## src/design/pfa_pkg.sv

```systemverilog
`default_nettype none
// ----------------------------------------------------------------------------
// pfa_pkg
// Shared types and constants for the page frame allocator.
// ----------------------------------------------------------------------------
package pfa_pkg;

  localparam int NUM_CPUS  = 8;
  localparam int NUM_PAGES = 1024;
  localparam int REF_BITS  = 8;

  localparam int CPU_W  = (NUM_CPUS > 1) ? $clog2(NUM_CPUS) : 1;
  localparam int PAGE_W = $clog2(NUM_PAGES);
  localparam int LINK_W = PAGE_W + 1;
  localparam int LEN_W  = $clog2(2 * NUM_PAGES);
  localparam int CFG_W  = 10;

  localparam int IN_W  = 3 + CPU_W + PAGE_W;
  localparam int IN_TW = ((IN_W + 7) / 8) * 8;
  localparam int OUT_W  = PAGE_W + 3 + REF_BITS + LEN_W;
  localparam int OUT_TW = ((OUT_W + 7) / 8) * 8;

  localparam logic [LINK_W-1:0] NULL_LINK = LINK_W'(NUM_PAGES);
  localparam logic [LEN_W-1:0]  LEN_MAX   = LEN_W'(2 * NUM_PAGES - 1);

  typedef enum logic [2:0] {
    ACT_ALLOC      = 3'd0,
    ACT_FREE       = 3'd1,
    ACT_INC_REF    = 3'd2,
    ACT_DEC_REF    = 3'd3,
    ACT_GET_REF    = 3'd4,
    ACT_INIT       = 3'd5,
    ACT_FREE_TOTAL = 3'd6,
    ACT_UNUSED     = 3'd7
  } action_t;

  typedef enum logic [2:0] {
    STS_OK        = 3'd0,
    STS_OOM       = 3'd1,
    STS_BAD_PAGE  = 3'd2,
    STS_STILL_REF = 3'd3,
    STS_NEG_RESET = 3'd4
  } status_t;

  typedef enum logic [3:0] {
    ST_RST_CLEAR,
    ST_IDLE,
    ST_DISPATCH,
    ST_INIT_CLEAR,
    ST_REF_UPD,
    ST_POP_FIN,
    ST_STEAL,
    ST_SUM,
    ST_DONE
  } state_t;

  typedef enum logic [3:0] {
    OP_NONE,
    OP_LOAD,
    OP_CLEAR,
    OP_CLEAR_PUSH,
    OP_REF_READ,
    OP_REF_UPDATE,
    OP_POP_READ,
    OP_POP_FINISH,
    OP_STEAL_START,
    OP_STEAL_STEP,
    OP_STEAL_FINISH,
    OP_OOM,
    OP_SUM_STEP,
    OP_EMIT
  } dp_op_t;

  typedef struct packed {
    dp_op_t op;
  } pfa_cmd_t;

  typedef struct packed {
    action_t act;
    logic    head_empty;
    logic    steal_avail;
    logic    steal_more;
    logic    sweep_last;
    logic    sum_last;
    logic    out_free;
  } pfa_sts_t;

endpackage
`default_nettype wire

```

## src/design/pfa_ctrl.sv

```systemverilog
`default_nettype none
// ----------------------------------------------------------------------------
// pfa_ctrl
// Sequencer: steps the datapath through each operation.
// ----------------------------------------------------------------------------
module pfa_ctrl (
  input  wire logic              clk,
  input  wire logic              rst,
  input  wire logic              in_valid,
  output logic                   in_ready,
  input  wire pfa_pkg::pfa_sts_t sts,
  output pfa_pkg::pfa_cmd_t      cmd
);
  import pfa_pkg::*;

  state_t state, state_next;

  always_ff @(posedge clk) begin
    if (rst) begin
      state <= ST_RST_CLEAR;
    end else begin
      state <= state_next;
    end
  end

  always_comb begin
    state_next = state;
    case (state)
      ST_RST_CLEAR: if (sts.sweep_last) state_next = ST_IDLE;
      ST_IDLE:      if (in_valid) state_next = ST_DISPATCH;
      ST_DISPATCH: begin
        case (sts.act)
          ACT_ALLOC: begin
            if (!sts.head_empty) state_next = ST_POP_FIN;
            else if (sts.steal_avail) state_next = ST_STEAL;
            else state_next = ST_DONE;
          end
          ACT_FREE, ACT_INC_REF, ACT_DEC_REF, ACT_GET_REF: state_next = ST_REF_UPD;
          ACT_INIT:       state_next = ST_INIT_CLEAR;
          ACT_FREE_TOTAL: state_next = ST_SUM;
          default:        state_next = ST_DONE;
        endcase
      end
      ST_INIT_CLEAR: if (sts.sweep_last) state_next = ST_DONE;
      ST_REF_UPD:    state_next = ST_DONE;
      ST_POP_FIN:    state_next = ST_DONE;
      ST_STEAL:      if (!sts.steal_more) state_next = ST_DONE;
      ST_SUM:        if (sts.sum_last) state_next = ST_DONE;
      ST_DONE:       if (sts.out_free) state_next = ST_IDLE;
      default:       state_next = ST_IDLE;
    endcase
  end

  always_comb begin
    cmd.op   = OP_NONE;
    in_ready = 1'b0;
    case (state)
      ST_RST_CLEAR: cmd.op = OP_CLEAR;
      ST_IDLE: begin
        in_ready = 1'b1;
        if (in_valid) cmd.op = OP_LOAD;
      end
      ST_DISPATCH: begin
        case (sts.act)
          ACT_ALLOC: begin
            if (!sts.head_empty) cmd.op = OP_POP_READ;
            else if (sts.steal_avail) cmd.op = OP_STEAL_START;
            else cmd.op = OP_OOM;
          end
          ACT_FREE, ACT_INC_REF, ACT_DEC_REF, ACT_GET_REF: cmd.op = OP_REF_READ;
          default: cmd.op = OP_NONE;
        endcase
      end
      ST_INIT_CLEAR: cmd.op = OP_CLEAR_PUSH;
      ST_REF_UPD:    cmd.op = OP_REF_UPDATE;
      ST_POP_FIN:    cmd.op = OP_POP_FINISH;
      ST_STEAL:      cmd.op = sts.steal_more ? OP_STEAL_STEP : OP_STEAL_FINISH;
      ST_SUM:        cmd.op = OP_SUM_STEP;
      ST_DONE:       if (sts.out_free) cmd.op = OP_EMIT;
      default:       cmd.op = OP_NONE;
    endcase
  end

`ifndef ASSERT_OFF
  a_no_accept_after_reset: assert property (@(posedge clk) $past(rst) |-> !in_ready)
    else $error("input taken right after reset");
  a_emit_when_free: assert property (@(posedge clk) disable iff (rst)
    (cmd.op == OP_EMIT) |-> sts.out_free)
    else $error("result emitted over a pending result");
  a_done_drains: assert property (@(posedge clk) disable iff (rst)
    (state == ST_DONE && sts.out_free) |=> (state == ST_IDLE))
    else $error("finished result not moved to output");
`endif

endmodule
`default_nettype wire

```

## config.mk

```make
export PLATFORM = sky130hd
export DESIGN_NAME = pfa_ctrl
export DESIGN_NICKNAME = d
export VERILOG_FILES = /design/src/design/pfa_pkg.sv /design/src/design/pfa_ctrl.sv
export SDC_FILE = /design/constraint.sdc
export NUM_CORES = 1
export LEC_CHECK = 0
export ABC_CLOCK_PERIOD_IN_PS = 1200
export BUFFER_PORTS_ARGS = -buffer_cell sky130_fd_sc_hd__buf_2
export CORE_AREA = 3 3 40 42
export CTS_CLUSTER_DIAMETER = 200
export DETAILED_ROUTE_END_ITERATION = 8
export DIE_AREA = 0 0 43 45
export GPL_TIMING_DRIVEN = 0
export PLACE_DENSITY_LB_ADDON = 0.3
export SYNTH_ARGS = -nofsm -noshare
export SYNTH_HDL_FRONTEND = slang
export SYNTH_SLANG_ARGS = --single-unit
```

## constraint.sdc

```tcl
create_clock -name clk -period 1.2 [get_ports clk]
set_input_delay 0.12 -clock clk [delete_from_list [all_inputs] [get_ports clk]]
set_output_delay 0.12 -clock clk [all_outputs]
set_load 0.01 [all_outputs]
```

==> impl_metrics.yaml, run 1 <==
setup_path:
  crit_type: "flop to primary output"
  path_buf_inv: 2
  slowest_delay_ns: 0.45
  critPathTopFamily: "flip-flops"
  worstPathMaxFanout: 10
  critPathRequiredTime_ns: 1.08
  start_kind: "flop"
  arrival_ns: 1.32
  cp_cell_sequence: "buf_6, xnor2_1, o21ai_1, a21oi_1, buf_2"
  cp_slowest_cell: "dfxtp_2"
  critPathCaptureType: "primary output"
power:
  ir_worst_vdd_uv: 455
  p_switching_uw: 304
  power_uw: 827
  switching_share: 0.368
  pwr-share-clk: 0.196
  powerDensity_mw_per_mm2: 938
  p_int_uw: 522
  comb_power_share: 0.600
  seqPwrFrac: 0.203
  p_leak_nw: 0.370
grt:
  grt_pass1_vias: 646
  grt_max_degree: 11
  track_usage: 0.187
  antenna_found_initial: 0
  overflow: 0
  grt_first_pass_wirelength_mm: 2.86
floorplan:
  io_pins: 17
  die-area_mm2: 0.00194
  core_area_mm2: 0.00128
  die_w_um: 43
  rows: 13
  die_y_um: 45
  start_util: 0.416
synthesis:
  yosysWarnings: 0
  syn_inst: 72
  synth_edf_count: 0
  seq_area_frac_synth: 0.150
  syn_nets: 84
  synth_common_cells: "a21oi_1, nand2_1, dfxtp_1, nand3b_1"
  async_reset_ff_frac: 0
  synth.avg_cell_area_um2: 7.42
  synth_area_leaders: "dfxtp_1, a21oi_1, nand3b_1"
  synth_top_cell_by_area: "dfxtp_1"
  post-synth-top-count-cell: "a21oi_1"
  synthDistinctLibCells: 39
  synth_top_cell_area_share: 0.150
  synth_seq_cells: 4
  yosys_most_used_dff: "dfxtp_1"
  syn_area_um2: 534
clock_tree:
  insertion_delay_ns: 0.23
  clock_path_buffers: 2
  cts_tree: "yes"
  clock_sinks: 4
  cts_root_buf: "clkbuf_4"
  cts_htree_levels: 1
  clk_pin_slew_ns: 0.03
  cts_made_buffers: 3
sta:
  maxSlewHeadroom: 0.729
  fin_crit_ns: 1.44
  timing.hold.ws_ns: 0.120
  setup_viol: 9
  hold_viol: 0
  skew_ns: 0.00403
  fin_tns_setup_ns: -1.41
  grt_setup_unrepaired: "yes"
  fin_ws_ns: -0.240
  maxSlewViolCount: 0
  period_share: 1.20
  max_freq_mhz: 695
  worst_pin_slew_ns: 0.396
layout:
  antenna_cells: 0
  nets: 119
  stdcell_area_um2: 881
  drive_gt1_frac: 0.543
  synthToLayoutAreaGrowth_pct: 64.9
  largest_register: "state"
  largest_register_ff_count: 4
  largestRegisters: "state x4"
place:
  dp_hpwl_mm: 1.08
  port_buffers: 16
  place_area_um2: 633
  gp_congestion: 0.848
  place_ws_ns: -0.213
drt:
  viasPerCell: 6.08
  detail-route-antenna-nets: 0
  route.detailed.drc: 0
  wirelength_mm: 1.89
  drt-initial-drc-count: 11
  vias: 730
  drt_pass1_iterations: 4
  wl_per_cell_um: 15.7
min_path:
  hp-class: "input pin to flop"
outcome:
  status: "complete, but fails checks"
  violations: "negative setup slack"
job:
  cap_violations: 0
power groups by stage:
stage | clock network [mW] | logic (mW) | registers (mW)
finish | 0.162 | 0.496 | 0.168
global route | 0.174 | 0.530 | 0.170
floorplan | 0 | 0.228 | 0.157
detailed placement | 0 | 0.325 | 0.161
CTS | 0.166 | 0.419 | 0.166
global placement | 0 | 0.321 | 0.161
per-stage QoR:
| step | utilization | instances |
|---|---|---|
| after floorplan | - | 72 |
| after global placement | 0.493 | 103 |
| after detailed placement | 0.493 | 103 |
| after CTS | 0.634 | 118 |
| after global routing | 0.685 | 120 |
| final | 0.685 | 120 |
worst register-to-register path, stage by stage, from the launching register on:
cell and delay, ns:
dfxtp_2 0.32, buf_6 0.13, buf_4 0.13, buf_6 0.11, a311o_1 0.34, o2111ai_2 0.17
o31ai_1 0.09
what timing repair did:
action	CTS	global route
setup buffers	12	3
hold buffers	0	0
pin swaps	7	8
setup endpoints to repair	8	9
resized for setup	24	11
cloned	1	0
kinds of logic after synthesis:
group,count (synthesis),share of synthesized area
and+or+nand+nor,28,0.342
buffers and inverters,8,0.0866
DFF,4,0.150
muxes,2,0.0375
AOI/OAI and AO/OA,29,0.368
xor gates and xnor gates,1,0.0164
path summary, 6_finish.rpt:
| check | start | to | slack (ns) | depth (start not counted) |
|---|---|---|---|---|
| max | state[2] | cmd[1] | -0.24 | 5 |
| min | rst | state[2] | 0.12 | 2 |
| max reg2reg | state[0] | state[3] | -0.20 | 6 |
| min reg2reg | state[2] | state[2] | 0.68 | 2 |
layer usage:
| layer | global-route usage | part of all wire | vias up |
|---|---|---|---|
| met5 | 0 | 0 | - |
| met4 | 0.0783 | 0.023 | 0 |
| met3 | 0.0319 | 0.062 | 6 |
| met2 | 0.308 | 0.47 | 37 |
| met1 | 0.242 | 0.44 | 339 |
| li1 | - | - | 348 |
cells in the final DEF (no fill, tap or decap), drive strengths merged, types with 2 or more instances in the layout:
| master | synthesis | layout |
|---|---|---|
| clkbuf | 1 | 3 |
| o31ai | 3 | 3 |
| mux2i | 2 | 2 |
| nor2b | 2 | 2 |
| nor3 | 2 | 2 |
| nand3b | 4 | 4 |
| dfxtp | 4 | 4 |
| buf | 5 | 36 |
| o21ai | 5 | 5 |
| a21oi | 8 | 8 |
| and3 | 2 | 2 |
| nand3 | 3 | 3 |
| nor2 | 4 | 4 |
| o2111ai | 2 | 2 |
| nand2 | 5 | 5 |
layout make-up:
type / count / area, um^2
inverters: 2 / 11.3
clock buffers: 3 / 22.5
well taps: 15 / 18.8
repair buffers: 31 / 223
flip-flops and latches: 4 / 85.1
plain buffers: 5 / 56.3
multi-input cells: 60 / 464
fillers: 104 / 404
Power figures use the tool's default switching activity.
==> run 2: changes to the inputs <==
--- a/constraint.sdc
+++ b/constraint.sdc
@@ -3,2 +3,2 @@
 set_output_delay 0.12 -clock clk [all_outputs]
-set_load 0.01 [all_outputs]
+set_load 0.02 [all_outputs]
==> run 2 against run 1 <==
Against the previous run:
- die area is the same
- hold slack lost 0.015 ns
- first-iteration DRC count increased by 100%
- final area grew 6.4%
- clock-buffer cell count unchanged
- wire length is 8.2% higher
- largest cell class unchanged
- via count shrank 1.1%
- core utilization grew 4.4 points
- power up 13%
- register-to-register slack improved by 0.05 ns
- the flow still finishes with violations (negative setup slack)
==> impl_metrics.yaml, run 2 (synthesis results as in run 1) <==
drt:
  drt-initial-drc-count: 22
  vias: 722
  route.detailed.drc: 0
  detail-route-antenna-nets: 0
  wl_per_cell_um: 17.8
  viasPerCell: 6.28
  drt_pass1_iterations: 4
  wirelength_mm: 2.04
power:
  ir_worst_vdd_uv: 452
  powerDensity_mw_per_mm2: 1000
  p_leak_nw: 0.377
place:
  port_buffers: 16
  dp_hpwl_mm: 1.09
  gp_congestion: 0.804
  dp_cells: 103
  place_area_um2: 648
grt:
  antenna_found_initial: 0
  overflow: 0
  grt_first_pass_wirelength_mm: 2.95
  track_usage: 0.195
  grt_pass1_vias: 692
  grt_max_degree: 11
clock_tree:
  cts_made_buffers: 3
  cts_htree_levels: 1
  clock_path_buffers: 2
  cts_tree: "yes"
  insertion_delay_ns: 0.23
  holdBufCountCts: 0
  cts_root_buf: "clkbuf_4"
  clk_pin_slew_ns: 0.04
  clock_sinks: 4
layout:
  stdcell_count: 115
  final_cell_mix: "buf_4, buf_6, buf_2"
  final_common_cell: "buf_4"
  synthToLayoutAreaGrowth_pct: 75.4
  largest_register_ff_count: 4
  largestRegisters: "state x4"
  largest_register: "state"
  nets: 114
  stdcell_area_um2: 937
  antenna_cells: 0
  drive_gt1_frac: 0.590
min_path:
  worstHoldStart: "rst"
  hp-class: "input pin to flop"
job:
  cap_violations: 0
setup_path:
  critPathRequiredTime_ns: 1.08
  rr_startpoint: "state[0]"
  arrival_ns: 1.33
  start_kind: "flop"
  worstPathMaxFanout: 3
  critPathCaptureType: "primary output"
  crit_path_start: "state[0]"
  crit_type: "flop to primary output"
floorplan:
  start_util: 0.416
  rows: 13
  die_y_um: 45
  io_pins: 17
  die_w_um: 43
  core_area_mm2: 0.00128
  die-area_mm2: 0.00194
sta:
  setup_viol: 8
  fin_crit_ns: 1.45
  fin_ws_ns: -0.246
  max_freq_mhz: 692
  hold_viol: 0
  worst_pin_slew_ns: 0.510
  period_share: 1.20
  skew_ns: 0.000861
  maxSlewViolCount: 0
  maxSlewHeadroom: 0.651
  grt_setup_unrepaired: "yes"
outcome:
  violations: "negative setup slack"
  status: "complete, but fails checks"
==> run 2: cell types whose count changed in the layout (fill, tap and decap cells not counted), sizes merged <==
cell,before,now
clkbuf,3,4
buf,36,30
==> run 2: per-stage QoR <==
stage | total power, mW | TNS, ns | utilization | hold WS, ns | worst slack [ns]
finish | 0.937 | -1.31 | 0.729 | 0.105 | -0.246
global route | 0.993 | -1.78 | 0.729 | 0.112 | -0.332
CTS | 0.816 | -1.15 | 0.624 | 0.0957 | -0.233
detailed placement | 0.525 | -1.18 | 0.504 | 0.350 | -0.236
global placement | 0.520 | -1.08 | 0.504 | 0.345 | -0.241
floorplan | 0.421 | -0.0517 | - | 0.189 | -0.0517
==> run 2: timing repair <==
action | 4_1_cts | 5_1_grt
gates resized for setup | 29 | 22
setup buffers | 6 | 4
endpoints found under the setup margin | 8 | 9
cloned | 0 | 1
pin swaps | 5 | 12
==> run 2: power by group <==
| part | total (mW) | internal, mW | switching [mW] |
|---|---|---|---|
| Clock | 0.167 | 0.112 | 0.0556 |
| Sequential | 0.169 | 0.148 | 0.0218 |
| Combinational | 0.600 | 0.309 | 0.292 |
| Total | 0.937 | 0.569 | 0.369 |
==> run 2: layout make-up <==
type	count	area, um^2
buffer	4	52.6
fill	90	348
tap	15	18.8
timing repair buffer	27	224
clock buffer	3	22.5
inverter	2	11.3
sequential	4	92.6
multi-input combinational	60	515
==> run 2: path summary, 6_finish.rpt <==
kind / to / slack [ns] / cells past startpoint
worst max-delay path: cmd[2] / -0.25 / 5
worst min-delay path: state[0] / 0.11 / 2
worst max register to register: state[3] / -0.15 / 5
worst min register to register: state[2] / 0.62 / 2
==> run 2: routing by layer <==
metal  global-route usage  share of wire  up-vias
met5                    0              0        -
met4               0.0783         0.0093        0
met3               0.0398          0.062        3
met2                0.320           0.51       36
met1                0.249           0.42      339
li1                     -              -      344
==> run 2: worst max-delay path, stage by stage (launching register included) <==
cell,delay (ns)
dfxtp_2,0.33
nor2b_1,0.20
nor3b_2,0.24
a21oi_1,0.08
o22ai_2,0.11
buf_6,0.14
